==> config.mk <==
export PLATFORM = sky130hd
export DESIGN_NAME = multi_channel_auto_off_switch_top
export DESIGN_NICKNAME = d
export VERILOG_FILES = /design/src/design/maos_pkg.sv /design/src/design/maos_ram.sv /design/src/design/maos_ctrl.sv /design/src/design/maos_dp.sv /design/src/design/multi_channel_auto_off_switch_top.sv
export SDC_FILE = /design/constraint.sdc
export NUM_CORES = 1
export LEC_CHECK = 0
export BUFFER_PORTS_ARGS = -buffer_cell sky130_fd_sc_hd__buf_4
export CAP_MARGIN = 20
export CORE_ASPECT_RATIO = 1.5
export CORE_MARGIN = 10
export CORE_UTILIZATION = 55
export CTS_BUF_LIST = sky130_fd_sc_hd__clkbuf_8 sky130_fd_sc_hd__clkbuf_16
export DETAILED_ROUTE_END_ITERATION = 16
export HOLD_SLACK_MARGIN = 0.02
export PLACE_DENSITY_LB_ADDON = 0.2
export SETUP_SLACK_MARGIN = 0.02
export SLEW_MARGIN = 20
export SYNTH_ARGS = -nofsm -noshare
export SYNTH_HDL_FRONTEND = slang
export SYNTH_HIERARCHICAL = 1
export SYNTH_SLANG_ARGS = --single-unit
==> constraint.sdc <==
create_clock -name i_clk -period 10.7 [get_ports i_clk]
set_input_delay 2.14 -clock i_clk [delete_from_list [all_inputs] [get_ports i_clk]]
set_output_delay 2.14 -clock i_clk [all_outputs]
set_load 0.005 [all_outputs]
==> src/design/maos_pkg.sv <==
// ---------------------------------------------------------------------------
// maos_pkg
// shared types and constants of the auto-off switch bank
// ---------------------------------------------------------------------------
package maos_pkg;

    // field widths
    localparam int OP_W  = 2;
    localparam int CH_W  = 4;
    localparam int VAL_W = 16;
    localparam int MAP_W = 16;

    // reports per input item at most, and the width of their counter
    localparam int MAX_REPORTS = 16;
    localparam int RPT_CNT_W   = 5;

    // width used to compare a channel number against the bank size
    localparam int CH_CMP_W = 7;

    // operation codes
    localparam logic [OP_W-1:0] OP_SET    = 2'd0;
    localparam logic [OP_W-1:0] OP_TOGGLE = 2'd1;
    localparam logic [OP_W-1:0] OP_TICK   = 2'd2;

    // controller to datapath commands
    typedef struct packed {
        logic latch;     // capture the input item, restart counters
        logic exec_cmd;  // apply a set or toggle
        logic rd_issue;  // read the countdown of the current channel
        logic upd;       // update the countdown read last
        logic flush;     // hand the held report to the output as final
    } t_dp_cmd;

    // datapath to controller status
    typedef struct packed {
        logic kind_tick;   // captured item is a tick
        logic upd_stall;   // update must wait for the output register
        logic last_ch;     // sweep is on the last channel
        logic flush_done;  // held report is gone or leaves this cycle
    } t_dp_sts;

endpackage

==> src/design/maos_ram.sv <==
// ---------------------------------------------------------------------------
// maos_ram
// simple dual port ram, one write and one registered read port
// ---------------------------------------------------------------------------
module maos_ram #(
    parameter int WIDTH = 16,
    parameter int DEPTH = 16,
    parameter int AW    = (DEPTH > 1) ? $clog2(DEPTH) : 1
) (
    input  logic             i_clk,
    input  logic             i_we,
    input  logic [AW-1:0]    i_waddr,
    input  logic [WIDTH-1:0] i_wdata,
    input  logic             i_re,
    input  logic [AW-1:0]    i_raddr,
    output logic [WIDTH-1:0] o_rdata
);

    logic [WIDTH-1:0] r_mem [DEPTH];
    logic [WIDTH-1:0] r_rdata;

    // write port
    always_ff @(posedge i_clk) begin
        if (i_we) begin
            r_mem[i_waddr] <= i_wdata;
        end
    end

    // registered read, data holds while no read is issued
    always_ff @(posedge i_clk) begin
        if (i_re) begin
            r_rdata <= r_mem[i_raddr];
        end
    end

    assign o_rdata = r_rdata;

endmodule

==> src/design/maos_ctrl.sv <==
// ---------------------------------------------------------------------------
// maos_ctrl
// sequencer: takes one item, runs a command or a tick sweep, drains report
// ---------------------------------------------------------------------------
module maos_ctrl import maos_pkg::*; (
    input  logic    i_clk,
    input  logic    i_rst_n,
    input  logic    i_valid,
    output logic    o_ready,
    output t_dp_cmd o_cmd,
    input  t_dp_sts i_sts
);

    typedef enum logic [2:0] {
        S_IDLE,
        S_DISP,
        S_RD,
        S_UPD,
        S_FLUSH
    } t_state;

    t_state r_state;
    t_state n_state;

    // next state
    always_comb begin
        n_state = r_state;
        unique case (r_state)
            S_IDLE: begin
                if (i_valid) begin
                    n_state = S_DISP;
                end
            end
            S_DISP: begin
                n_state = i_sts.kind_tick ? S_RD : S_FLUSH;
            end
            S_RD: begin
                n_state = S_UPD;
            end
            S_UPD: begin
                if (!i_sts.upd_stall) begin
                    n_state = i_sts.last_ch ? S_FLUSH : S_RD;
                end
            end
            S_FLUSH: begin
                if (i_sts.flush_done) begin
                    n_state = S_IDLE;
                end
            end
            default: begin
                n_state = S_IDLE;
            end
        endcase
    end

    // state register
    always_ff @(posedge i_clk) begin
        if (!i_rst_n) begin
            r_state <= S_IDLE;
        end else begin
            r_state <= n_state;
        end
    end

    // command decode
    always_comb begin
        o_cmd          = '0;
        o_cmd.latch    = (r_state == S_IDLE) && i_valid;
        o_cmd.exec_cmd = (r_state == S_DISP);
        o_cmd.rd_issue = (r_state == S_RD);
        o_cmd.upd      = (r_state == S_UPD);
        o_cmd.flush    = (r_state == S_FLUSH);
    end

    assign o_ready = (r_state == S_IDLE);

endmodule

==> src/design/maos_dp.sv <==
// ---------------------------------------------------------------------------
// maos_dp
// levels, countdown memory, report holding slot and output register
// ---------------------------------------------------------------------------
module maos_dp import maos_pkg::*; #(
    parameter int CHANNELS = 16
) (
    input  logic             i_clk,
    input  logic             i_rst_n,
    input  t_dp_cmd          i_cmd,
    output t_dp_sts          o_sts,
    input  logic [OP_W-1:0]  i_op,
    input  logic [CH_W-1:0]  i_channel,
    input  logic [VAL_W-1:0] i_value,
    input  logic             i_ready,
    output logic             o_valid,
    output logic [CH_W-1:0]  o_changed_channel,
    output logic             o_new_level,
    output logic [MAP_W-1:0] o_all_levels,
    output logic             o_last
);

    localparam int IW = (CHANNELS > 1) ? $clog2(CHANNELS) : 1;

    // captured item
    logic [OP_W-1:0]  r_op;
    logic [CH_W-1:0]  r_ch;
    logic [VAL_W-1:0] r_val;

    // channel state
    logic [CHANNELS-1:0] r_lv;
    logic [CHANNELS-1:0] r_cd_vld;

    // sweep control
    logic [IW-1:0]        r_idx;
    logic [RPT_CNT_W-1:0] r_cnt;

    // report holding slot
    logic             r_pend_vld;
    logic [CH_W-1:0]  r_pend_ch;
    logic             r_pend_lvl;
    logic [MAP_W-1:0] r_pend_map;

    // output register
    logic             r_o_valid;
    logic [CH_W-1:0]  r_o_ch;
    logic             r_o_lvl;
    logic [MAP_W-1:0] r_o_map;
    logic             r_o_last;

    logic [IW-1:0]       ch_idx;
    logic                ch_ok;
    logic                kind_cmd;
    logic                cmd_lvl;
    logic [VAL_W-1:0]    cmd_cd;
    logic [VAL_W-1:0]    ram_rdata;
    logic [VAL_W-1:0]    cur_cd;
    logic                running;
    logic                expire;
    logic                rep;
    logic                out_free;
    logic                stall;
    logic                upd_go;
    logic                cmd_go;
    logic                new_rep;
    logic                flush_load;
    logic [CHANNELS-1:0] lv_next;
    logic [MAP_W-1:0]    map_next;
    logic                ram_we;
    logic [IW-1:0]       ram_waddr;
    logic [VAL_W-1:0]    ram_wdata;

    // command decode on the captured item
    always_comb begin
        ch_idx   = IW'(r_ch);
        ch_ok    = {{(CH_CMP_W-CH_W){1'b0}}, r_ch} < CH_CMP_W'(CHANNELS);
        kind_cmd = ch_ok && ((r_op == OP_SET) || (r_op == OP_TOGGLE));
        cmd_lvl  = (r_op == OP_SET) ? (r_val != '0) : !r_lv[ch_idx];
        cmd_cd   = ((r_op == OP_SET) && (r_val > VAL_W'(1))) ? r_val : '0;
    end

    // countdown step of the swept channel
    always_comb begin
        cur_cd  = r_cd_vld[r_idx] ? ram_rdata : '0;
        running = (cur_cd != '0);
        expire  = (cur_cd == VAL_W'(1));
    end

    // report and handshake control
    always_comb begin
        rep        = i_cmd.upd && expire && (r_cnt < RPT_CNT_W'(MAX_REPORTS));
        out_free   = !r_o_valid || i_ready;
        stall      = rep && r_pend_vld && !out_free;
        upd_go     = i_cmd.upd && !stall;
        cmd_go     = i_cmd.exec_cmd && kind_cmd;
        new_rep    = cmd_go || (upd_go && rep);
        flush_load = i_cmd.flush && r_pend_vld && out_free;
    end

    // levels after this cycle's write
    always_comb begin
        lv_next = r_lv;
        if (cmd_go) begin
            lv_next[ch_idx] = cmd_lvl;
        end
        if (upd_go && expire) begin
            lv_next[r_idx] = 1'b0;
        end
    end

    // visible bitmap, channels above the map width are not shown
    for (genvar g = 0; g < MAP_W; g++) begin : g_map
        if (g < CHANNELS) begin : g_on
            assign map_next[g] = lv_next[g];
        end else begin : g_off
            assign map_next[g] = 1'b0;
        end
    end

    // countdown memory write
    always_comb begin
        ram_we    = cmd_go || (upd_go && running);
        ram_waddr = cmd_go ? ch_idx : r_idx;
        ram_wdata = cmd_go ? cmd_cd : cur_cd - VAL_W'(1);
    end

    maos_ram #(
        .WIDTH (VAL_W),
        .DEPTH (CHANNELS),
        .AW    (IW)
    ) u_cd_ram (
        .i_clk   (i_clk),
        .i_we    (ram_we),
        .i_waddr (ram_waddr),
        .i_wdata (ram_wdata),
        .i_re    (i_cmd.rd_issue),
        .i_raddr (r_idx),
        .o_rdata (ram_rdata)
    );

    // item capture
    always_ff @(posedge i_clk) begin
        if (i_cmd.latch) begin
            r_op  <= i_op;
            r_ch  <= i_channel;
            r_val <= i_value;
        end
    end

    // channel state, countdown valid bits, sweep counters
    always_ff @(posedge i_clk) begin
        if (!i_rst_n) begin
            r_lv     <= '0;
            r_cd_vld <= '0;
            r_idx    <= '0;
            r_cnt    <= '0;
        end else begin
            r_lv <= lv_next;
            if (ram_we) begin
                r_cd_vld[ram_waddr] <= 1'b1;
            end
            if (i_cmd.latch) begin
                r_idx <= '0;
                r_cnt <= '0;
            end else begin
                if (upd_go) begin
                    r_idx <= r_idx + IW'(1);
                end
                if (new_rep) begin
                    r_cnt <= r_cnt + RPT_CNT_W'(1);
                end
            end
        end
    end

    // holding slot, keeps one report until it is known whether it is final
    always_ff @(posedge i_clk) begin
        if (!i_rst_n) begin
            r_pend_vld <= 1'b0;
        end else if (new_rep) begin
            r_pend_vld <= 1'b1;
        end else if (flush_load) begin
            r_pend_vld <= 1'b0;
        end
    end

    always_ff @(posedge i_clk) begin
        if (new_rep) begin
            r_pend_ch  <= cmd_go ? r_ch : CH_W'(r_idx);
            r_pend_lvl <= cmd_go ? cmd_lvl : 1'b0;
            r_pend_map <= map_next;
        end
    end

    // output register, a newer report pushes the held one out as not final
    always_ff @(posedge i_clk) begin
        if (!i_rst_n) begin
            r_o_valid <= 1'b0;
        end else if ((new_rep && r_pend_vld) || flush_load) begin
            r_o_valid <= 1'b1;
        end else if (i_ready) begin
            r_o_valid <= 1'b0;
        end
    end

    always_ff @(posedge i_clk) begin
        if ((new_rep && r_pend_vld) || flush_load) begin
            r_o_ch   <= r_pend_ch;
            r_o_lvl  <= r_pend_lvl;
            r_o_map  <= r_pend_map;
            r_o_last <= flush_load;
        end
    end

    // status to the sequencer
    always_comb begin
        o_sts            = '0;
        o_sts.kind_tick  = (r_op == OP_TICK);
        o_sts.upd_stall  = stall;
        o_sts.last_ch    = (r_idx == IW'(CHANNELS - 1));
        o_sts.flush_done = !r_pend_vld || out_free;
    end

    assign o_valid           = r_o_valid;
    assign o_changed_channel = r_o_ch;
    assign o_new_level       = r_o_lvl;
    assign o_all_levels      = r_o_map;
    assign o_last            = r_o_last;

endmodule

==> src/design/multi_channel_auto_off_switch_top.sv <==
// ---------------------------------------------------------------------------
// multi_channel_auto_off_switch_top
// bank of on/off channels with per-channel auto-off countdown
// ---------------------------------------------------------------------------
// One item is taken at a time. A set or toggle is captured, then applied with
// its report put in the holding slot, then flushed to the output register; a
// tick sweeps the countdown memory one channel at a time (read, then update
// through its single read port), and an update waits while the output side
// holds back a report. Reports leave through a one-deep holding slot
// and the output register, so the final report is flagged without lookahead
// and the next item is taken while that report still waits. At most 16
// reports go out per tick; further expiring channels still switch off.
// ---------------------------------------------------------------------------
module multi_channel_auto_off_switch_top import maos_pkg::*; #(
    parameter int CHANNELS = 16
) (
    input  logic             i_clk,
    input  logic             i_rst_n,
    input  logic             i_valid,
    output logic             o_ready,
    input  logic [OP_W-1:0]  i_op,
    input  logic [CH_W-1:0]  i_channel,
    input  logic [VAL_W-1:0] i_value,
    output logic             o_valid,
    input  logic             i_ready,
    output logic [CH_W-1:0]  o_changed_channel,
    output logic             o_new_level,
    output logic [MAP_W-1:0] o_all_levels,
    output logic             o_last
);

    t_dp_cmd dp_cmd;
    t_dp_sts dp_sts;

    // sequencer
    maos_ctrl u_ctrl (
        .i_clk   (i_clk),
        .i_rst_n (i_rst_n),
        .i_valid (i_valid),
        .o_ready (o_ready),
        .o_cmd   (dp_cmd),
        .i_sts   (dp_sts)
    );

    // datapath
    maos_dp #(
        .CHANNELS (CHANNELS)
    ) u_dp (
        .i_clk             (i_clk),
        .i_rst_n           (i_rst_n),
        .i_cmd             (dp_cmd),
        .o_sts             (dp_sts),
        .i_op              (i_op),
        .i_channel         (i_channel),
        .i_value           (i_value),
        .i_ready           (i_ready),
        .o_valid           (o_valid),
        .o_changed_channel (o_changed_channel),
        .o_new_level       (o_new_level),
        .o_all_levels      (o_all_levels),
        .o_last            (o_last)
    );

endmodule

==> flow_results.xml, run 1 <==
<?xml version="1.0" encoding="UTF-8"?>
<metrics>
  <group name="timing">
    <metric name="fmaxAchievable" unit="MHz">172</metric>
    <metric name="final.min_clock_period" unit="ps">5800</metric>
    <metric name="report.final.setup_viol" unit="">0</metric>
    <metric name="transition_time_at_the_pin_with_the_least_slew_margin" unit="ps">1120</metric>
    <metric name="timing.clock.skew" unit="ps">17.9</metric>
    <metric name="grt_setup_unrepaired" unit="">no</metric>
    <metric name="timing.final.max_slew_violations" unit="">0</metric>
    <metric name="layout_worst_path_cycle_share" unit="">0.542</metric>
    <metric name="timing.hold.ws" unit="ps">419</metric>
    <metric name="timing_hold_violations_final" unit="">0</metric>
    <metric name="post-route-worst-setup-slack" unit="ps">4900</metric>
    <metric name="final.setup.tns" unit="ps">0</metric>
    <metric name="max_slew_margin" unit="">0.253</metric>
  </group>
  <group name="route">
    <metric name="first_iter_violations" unit="">859</metric>
    <metric name="firstDrtPassIters" unit="">5</metric>
    <metric name="wirelength" unit="mm">36.4</metric>
    <metric name="drc_errors" unit="">0</metric>
    <metric name="viasPerCell" unit="">6.45</metric>
    <metric name="detail_route.wl_per_cell" unit="um">26.7</metric>
    <metric name="vias_after_detailed_routing" unit="">8773</metric>
    <metric name="remaining_antenna_violation_count" unit="">0</metric>
  </group>
  <group name="clock_network">
    <metric name="post_cts.repair.setup_buffers" unit="">0</metric>
    <metric name="path_clk_slew" unit="ps">60</metric>
    <metric name="cts_hold_buffers" unit="">0</metric>
    <metric name="ctsRootBufferMaster" unit="">clkbuf_16</metric>
    <metric name="cts_buffers" unit="">36</metric>
    <metric name="cts_max_level" unit="">2</metric>
    <metric name="clkSinkCount" unit="">383</metric>
    <metric name="post_cts.resized_instances" unit="">0</metric>
    <metric name="clk-insertion-delay-late" unit="ps">540</metric>
    <metric name="cts_tree" unit="">built</metric>
    <metric name="cts_max_path_buffers" unit="">3</metric>
  </group>
  <group name="pwr">
    <metric name="power.static_leakage" unit="nW">5.62</metric>
    <metric name="p_switching" unit="uW">635</metric>
    <metric name="irDropWorstVdd" unit="V">0.000153</metric>
    <metric name="power.share.combinational" unit="">0.036</metric>
    <metric name="netSwitchingFraction" unit="">0.207</metric>
    <metric name="share_seq_of_total_power" unit="">0.543</metric>
    <metric name="internal_power" unit="mW">2.44</metric>
    <metric name="powerDensity" unit="nW/um2">174</metric>
    <metric name="totalPowerFinal" unit="mW">3.07</metric>
    <metric name="share_clk_of_total_power" unit="">0.421</metric>
  </group>
  <group name="synth">
    <metric name="yosys-top-cells-area" unit="">edfxtp_1 (64%), mux4_2 (8.5%), dfxtp_1 (5.9%), mux4_1 (1.8%), nand2_1 (1.6%)</metric>
    <metric name="synth_fp_nets" unit="">965</metric>
    <metric name="synth.cell_area" unit="um2">15700</metric>
    <metric name="ys_top_cells_by_count" unit="">edfxtp_1 (337), nand2_1 (66), mux4_2 (59)</metric>
    <metric name="synth.avg_cell_area" unit="um2">16.9</metric>
    <metric name="synthFlopType" unit="">edfxtp_1</metric>
    <metric name="yosysWarnings" unit="">6</metric>
    <metric name="netlist_instances" unit="">931</metric>
    <metric name="yosysMostFrequentCell" unit="">edfxtp_1</metric>
    <metric name="post-synth-top-area-fraction" unit="">0.644</metric>
    <metric name="synth_sequential_area_ratio" unit="">0.702</metric>
    <metric name="yosys_register_bits" unit="">383</metric>
    <metric name="async_flop_share" unit="">0</metric>
    <metric name="synth_largest_area_cell" unit="">edfxtp_1</metric>
    <metric name="synth-edff-count" unit="">337</metric>
    <metric name="ys_types" unit="">71</metric>
  </group>
  <group name="finish">
    <metric name="layout.cells.non_filler" unit="">1361</metric>
    <metric name="antenna_cells_inserted" unit="">0</metric>
    <metric name="drive_above_1_share" unit="">0.227</metric>
    <metric name="fin_util" unit="">0.630</metric>
    <metric name="area_growth" unit="%">12.5</metric>
    <metric name="post-route-cell-area" unit="um2">17700</metric>
    <metric name="nNetsFinal" unit="">1021</metric>
  </group>
  <group name="die">
    <metric name="design.core.area" unit="um2">28100</metric>
    <metric name="ios" unit="">50</metric>
    <metric name="initial_core_util" unit="">0.560</metric>
    <metric name="fp.dieH" unit="um">227</metric>
    <metric name="die_width" unit="um">158</metric>
    <metric name="placementRows" unit="">75</metric>
    <metric name="die_area" unit="um2">35900</metric>
  </group>
  <group name="setup_path">
    <metric name="crit_required" unit="ps">10850</metric>
    <metric name="crit_arrival" unit="ps">5950</metric>
    <metric name="critical_path.cell_chain" unit="">mux4_1 &gt; nor2_1 &gt; nor4_4 &gt; or2_1 &gt; nand2_1 &gt; ha_1 &gt; nand2b_1 &gt; nor2_1 &gt; nor2_1 &gt; a21oi_1 &gt; o21ai_0 &gt; or3b_2 &gt; nor2_2</metric>
    <metric name="slowest_delay" unit="ps">800</metric>
    <metric name="crit_top_cell" unit="">nor2_1</metric>
    <metric name="timing.critical_path.fanout_max" unit="">22</metric>
    <metric name="endpoint_kind" unit="">flop</metric>
    <metric name="startpoint_type" unit="">flop</metric>
    <metric name="criticalPathCategory" unit="">reg -&gt; reg</metric>
    <metric name="critPathSlowestCell" unit="">dfxtp_1</metric>
  </group>
  <group name="placed_design">
    <metric name="routabilityCongestion" unit="">0.870</metric>
    <metric name="placed_cells" unit="">1295</metric>
    <metric name="placement.setup.worst_slack" unit="ps">4980</metric>
    <metric name="placement.io_buffers" unit="">49</metric>
    <metric name="dp_hpwl" unit="mm">24.1</metric>
    <metric name="dpl-instance-area" unit="um2">16400</metric>
  </group>
  <group name="global_route">
    <metric name="via_count_of_the_first_global_routing_pass" unit="">8951</metric>
    <metric name="largest_net_degree_at_the_start_of_global_routing" unit="">50</metric>
    <metric name="global_route_wire_length_before_repair" unit="mm">55.2</metric>
    <metric name="grt_antenna_before_repair" unit="">0</metric>
    <metric name="grt_usage" unit="">0.208</metric>
    <metric name="grt_remaining_overflow" unit="">0</metric>
  </group>
  <group name="worst_hold_path">
    <metric name="holdCritPathClass" unit="">reg -&gt; reg</metric>
  </group>
  <group name="outcome">
    <metric name="run_status" unit="">finished, final reports clean</metric>
  </group>
  <group name="run">
    <metric name="max-cap-violations" unit="">0</metric>
  </group>
</metrics>
==> path summary, 6_finish.rpt <==
| kind | start | to | slack [ps] | cells after the start |
|---|---|---|---|---|
| worst max-delay path | u_dp/r_idx[2] | u_dp/u_cd_ram/r_mem[3][4] | 4900 | 13 |
| worst min-delay path | u_dp/r_pend_map[4] | u_dp/o_all_levels[4] | 420 | 0 |
| worst max register to register | u_dp/r_idx[2] | u_dp/u_cd_ram/r_mem[3][4] | 4900 | 13 |
| worst min register to register | u_dp/r_pend_map[4] | u_dp/o_all_levels[4] | 420 | 0 |
==> final cells by class <==
| class | count | area (um2) |
|---|---|---|
| repair buffers | 68 | 510 |
| inverters | 14 | 52.6 |
| well taps | 346 | 433 |
| clock buffers | 41 | 1000 |
| clock inverters | 25 | 226 |
| multi-input cells | 484 | 4400 |
| flip-flops and latches | 383 | 11000 |
| fillers | 2004 | 10400 |
==> worst max-delay path, delay by kind of cell, from the launching register on <==
family	cells	cell delay, ps
simple gates	9	3180
flops	1	800
mux	1	270
compound gates	2	830
fa+ha+maj	1	330
==> power groups by stage <==
stage | logic (mW) | registers [mW] | clock network (mW)
floorplan | 0.0645 | 1.69 | 0
finish | 0.110 | 1.67 | 1.29
detailed placement | 0.111 | 1.70 | 0
global route | 0.119 | 1.67 | 1.38
CTS | 0.111 | 1.67 | 1.32
global placement | 0.108 | 1.70 | 0
==> flip-flops by register name (all words and copies together), names as in the netlist, 2 cells and up <==
register	cells
u_dp/r_pend_map	16
u_dp/r_op	2
u_dp/u_cd_ram/o_rdata	16
u_dp/r_cnt	5
u_dp/r_pend_ch	4
u_dp/r_idx	4
u_dp/r_lv	16
u_dp/r_cd_vld	16
u_dp/o_all_levels	16
u_ctrl/r_state	3
u_dp/o_changed_channel	4
u_dp/r_val	16
u_dp/u_cd_ram/r_mem	256
u_dp/ch_idx	4
==> placed cells by master (no fill, tap or decap), drive strengths merged, types with 16 or more instances in the layout <==
master and instances:
a21oi 19, a22oi 32, buf 68, clkbuf 41, dfxtp 46, edfxtp 337
inv 18, mux2i 16, mux4 70, nand2 66, nand3 16, nor2 44
nor3 21
==> routing by layer <==
metal	vias up	GRT usage	share of wire
li1	3864	-	-
met1	4468	0.239	0.37
met2	340	0.359	0.52
met3	101	0.0366	0.055
met4	0	0.119	0.059
met5	-	0	0
==> kinds of logic after synthesis <==
logic type | Yosys count | share of synthesized area
compound gates | 149 | 0.0725
flops | 383 | 0.702
simple gates | 227 | 0.0751
buf+inv | 64 | 0.0217
mux | 92 | 0.117
fa+ha+maj | 8 | 0.00637
xor+xnor | 8 | 0.00446
Note: power is estimated with default switching activity, not from simulation.
==> run 2, diff against run 1 <==
==> constraint.sdc (replaced) <==
create_clock -name i_clk -period 5.8 [get_ports i_clk]
set_input_delay 1.16 -clock i_clk [delete_from_list [all_inputs] [get_ports i_clk]]
set_output_delay 1.16 -clock i_clk [all_outputs]
set_load 0.005 [all_outputs]
==> run 2 against run 1 <==
Global-route usage is 0.30 points lower; die area stayed put; sequential share of layout area is 0.51 points lower; register-to-register slack worse by 3900 ps; first-iteration DRC count is 16% lower; largest power group unchanged; power is 86% higher; setup slack worse by 3900 ps; combinational power is 89% higher.
==> flow_results.xml, run 2 (synthesized netlist as in run 1, its figures left out) <==
<?xml version="1.0" encoding="UTF-8"?>
<metrics>
  <group name="setup_path">
    <metric name="crit_required" unit="ps">6040</metric>
    <metric name="timing.critical_path.fanout_max" unit="">23</metric>
    <metric name="crit_arrival" unit="ps">5010</metric>
    <metric name="rr_endpoint" unit="">u_dp/u_cd_ram/r_mem[6][6]</metric>
    <metric name="startpoint_type" unit="">flop</metric>
    <metric name="criticalPathCategory" unit="">reg -&gt; reg</metric>
    <metric name="regToRegSetupSlack" unit="ps">1030</metric>
    <metric name="regToRegStartpoint" unit="">u_dp/r_idx[1]</metric>
    <metric name="worst_r2r_path_depth" unit="">16</metric>
    <metric name="endpoint_kind" unit="">flop</metric>
  </group>
  <group name="pwr">
    <metric name="p_switching" unit="mW">1.16</metric>
    <metric name="share_clk_of_total_power" unit="">0.426</metric>
    <metric name="irDropWorstVdd" unit="V">0.000265</metric>
    <metric name="share_seq_of_total_power" unit="">0.538</metric>
    <metric name="power.share.combinational" unit="">0.036</metric>
    <metric name="netSwitchingFraction" unit="">0.203</metric>
    <metric name="powerDensity" unit="nW/um2">321</metric>
    <metric name="internal_power" unit="mW">4.56</metric>
    <metric name="totalPowerFinal" unit="mW">5.72</metric>
    <metric name="power.static_leakage" unit="nW">5.73</metric>
  </group>
  <group name="run">
    <metric name="max-cap-violations" unit="">0</metric>
  </group>
  <group name="timing">
    <metric name="max_slew_margin" unit="">0.220</metric>
    <metric name="final.setup.tns" unit="ps">0</metric>
    <metric name="transition_time_at_the_pin_with_the_least_slew_margin" unit="ps">1170</metric>
    <metric name="layout_worst_path_cycle_share" unit="">0.822</metric>
    <metric name="fmaxAchievable" unit="MHz">210</metric>
    <metric name="report.final.setup_viol" unit="">0</metric>
    <metric name="timing.clock.skew" unit="ps">24.7</metric>
    <metric name="final.min_clock_period" unit="ps">4770</metric>
    <metric name="timing_hold_violations_final" unit="">0</metric>
    <metric name="timing.final.max_slew_violations" unit="">0</metric>
    <metric name="grt_setup_unrepaired" unit="">no</metric>
  </group>
  <group name="die">
    <metric name="design.core.area" unit="um2">28100</metric>
    <metric name="fp.dieH" unit="um">227</metric>
    <metric name="ios" unit="">50</metric>
    <metric name="die_area" unit="um2">35900</metric>
    <metric name="placementRows" unit="">75</metric>
    <metric name="initial_core_util" unit="">0.560</metric>
    <metric name="die_width" unit="um">158</metric>
  </group>
  <group name="route">
    <metric name="drc_errors" unit="">0</metric>
    <metric name="detail_route.wl_per_cell" unit="um">26.4</metric>
    <metric name="viasPerCell" unit="">6.34</metric>
    <metric name="remaining_antenna_violation_count" unit="">0</metric>
    <metric name="firstDrtPassIters" unit="">5</metric>
    <metric name="wirelength" unit="mm">36.3</metric>
    <metric name="vias_after_detailed_routing" unit="">8727</metric>
    <metric name="first_iter_violations" unit="">722</metric>
  </group>
  <group name="worst_hold_path">
    <metric name="worstHoldPathCells" unit="">0</metric>
    <metric name="worstHoldEndpoint" unit="">u_dp/o_all_levels[14]</metric>
    <metric name="holdCritPathClass" unit="">reg -&gt; reg</metric>
    <metric name="worst_hold_startpoint" unit="">u_dp/r_pend_map[14]</metric>
  </group>
  <group name="global_route">
    <metric name="largest_net_degree_at_the_start_of_global_routing" unit="">56</metric>
    <metric name="grt_usage" unit="">0.205</metric>
    <metric name="via_count_of_the_first_global_routing_pass" unit="">8834</metric>
    <metric name="global_route_wire_length_before_repair" unit="mm">54.1</metric>
    <metric name="grt_antenna_before_repair" unit="">0</metric>
    <metric name="grt_remaining_overflow" unit="">0</metric>
  </group>
  <group name="clock_network">
    <metric name="post_cts.repair.setup_buffers" unit="">0</metric>
    <metric name="cts_max_level" unit="">2</metric>
    <metric name="clk-insertion-delay-late" unit="ps">540</metric>
    <metric name="clkSinkCount" unit="">383</metric>
    <metric name="path_clk_slew" unit="ps">60</metric>
    <metric name="cts_max_path_buffers" unit="">3</metric>
    <metric name="cts_buffers" unit="">35</metric>
    <metric name="ctsRootBufferMaster" unit="">clkbuf_16</metric>
    <metric name="post_cts.resized_instances" unit="">0</metric>
    <metric name="cts_tree" unit="">built</metric>
    <metric name="cts_hold_buffers" unit="">0</metric>
  </group>
  <group name="finish">
    <metric name="largest-register" unit="">u_dp/u_cd_ram/r_mem</metric>
    <metric name="drive_above_1_share" unit="">0.238</metric>
    <metric name="largest_register_ff_count" unit="">256</metric>
    <metric name="antenna_cells_inserted" unit="">0</metric>
    <metric name="nNetsFinal" unit="">1037</metric>
    <metric name="area_growth" unit="%">13.4</metric>
    <metric name="commonest_non_fill_non_tap_cells_in_the_layout" unit="">edfxtp_1 (337), buf_4 (84), nand2_1 (66)</metric>
    <metric name="layout.cells.most_common" unit="">edfxtp_1</metric>
  </group>
  <group name="placed_design">
    <metric name="dp_hpwl" unit="mm">24.3</metric>
    <metric name="routabilityCongestion" unit="">0.884</metric>
    <metric name="placement.io_buffers" unit="">49</metric>
  </group>
  <group name="outcome">
    <metric name="run_status" unit="">finished, final reports clean</metric>
  </group>
</metrics>
## run 2: cell types whose count changed in the layout (fill, tap and decap cells not counted), sizes merged
cell,delta
buf,+17
bufinv,+3
clkbuf,-2
clkinv,-3
clkinvlp,-3
inv,+3
## run 2: power groups by stage
stage	clock, mW	sequential (mW)	combinational, mW
2_1_floorplan	0	3.12	0.119
3_3_place_gp	0	3.14	0.203
3_5_place_dp	0	3.14	0.206
4_1_cts	2.49	3.08	0.206
5_1_grt	2.58	3.08	0.224
6_report	2.44	3.08	0.208
## run 2: how the worst max path moves through the flow
stage / cells past startpoint / to / from
after floorplan: 16 / u_dp/u_cd_ram/r_mem[0][0] / u_dp/r_idx[1]
after global routing: 16 / u_dp/u_cd_ram/r_mem[6][2] / u_dp/r_idx[1]
final: 16 / u_dp/u_cd_ram/r_mem[6][6] / u_dp/r_idx[1]
after CTS: 16 / u_dp/u_cd_ram/r_mem[6][5] / u_dp/r_idx[1]
after global placement: 16 / u_dp/u_cd_ram/r_mem[0][10] / u_dp/r_idx[1]
after detailed placement: 16 / u_dp/u_cd_ram/r_mem[6][1] / u_dp/r_idx[1]
## run 2: worst max-delay path, cell delays in order (launching register included)
cell	delay (ps)
dfxtp_4	540
mux4_1	580
nor2_1	210
nor4_4	100
or2_1	510
nand2_1	260
inv_1	60
ha_1	250
nand2b_1	160
nor2_1	130
nor2_1	200
a21oi_1	60
o21ai_0	200
buf_4	200
nand3b_1	230
nor2_2	490
buf_4	270
## run 2: metrics by stage
step | hold slack, ps | utilization | worst slack (ps) | std cells | cell area [um2]
after floorplan | 400 | - | 1070 | 931 | 15700
after global placement | 402 | 0.591 | 1280 | 1311 | 16600
after detailed placement | 406 | 0.591 | 1110 | 1311 | 16600
after CTS | 421 | 0.635 | 1090 | 1375 | 17800
after global routing | 428 | 0.635 | 742 | 1376 | 17800
final | 419 | 0.635 | 1030 | 1376 | 17800
## run 2: final cells by class
| cell class | count | area [um2] |
|---|---|---|
| sequential | 383 | 11000 |
| fill | 1973 | 10200 |
| multi-input combinational | 484 | 4410 |
| clock buffer | 39 | 942 |
| timing repair buffer | 85 | 646 |
| tap | 346 | 433 |
| clock inverter | 25 | 294 |
| inverter | 14 | 52.6 |
## run 2: per-layer routing
layer  track usage  routed length (um)  vias to the layer above
li1              -                   -                     3892
met1         0.236               13100                     4397
met2         0.349               18800                      335
met3        0.0327                2150                      103
met4         0.132                2360                        0
met5             0                   0                        -
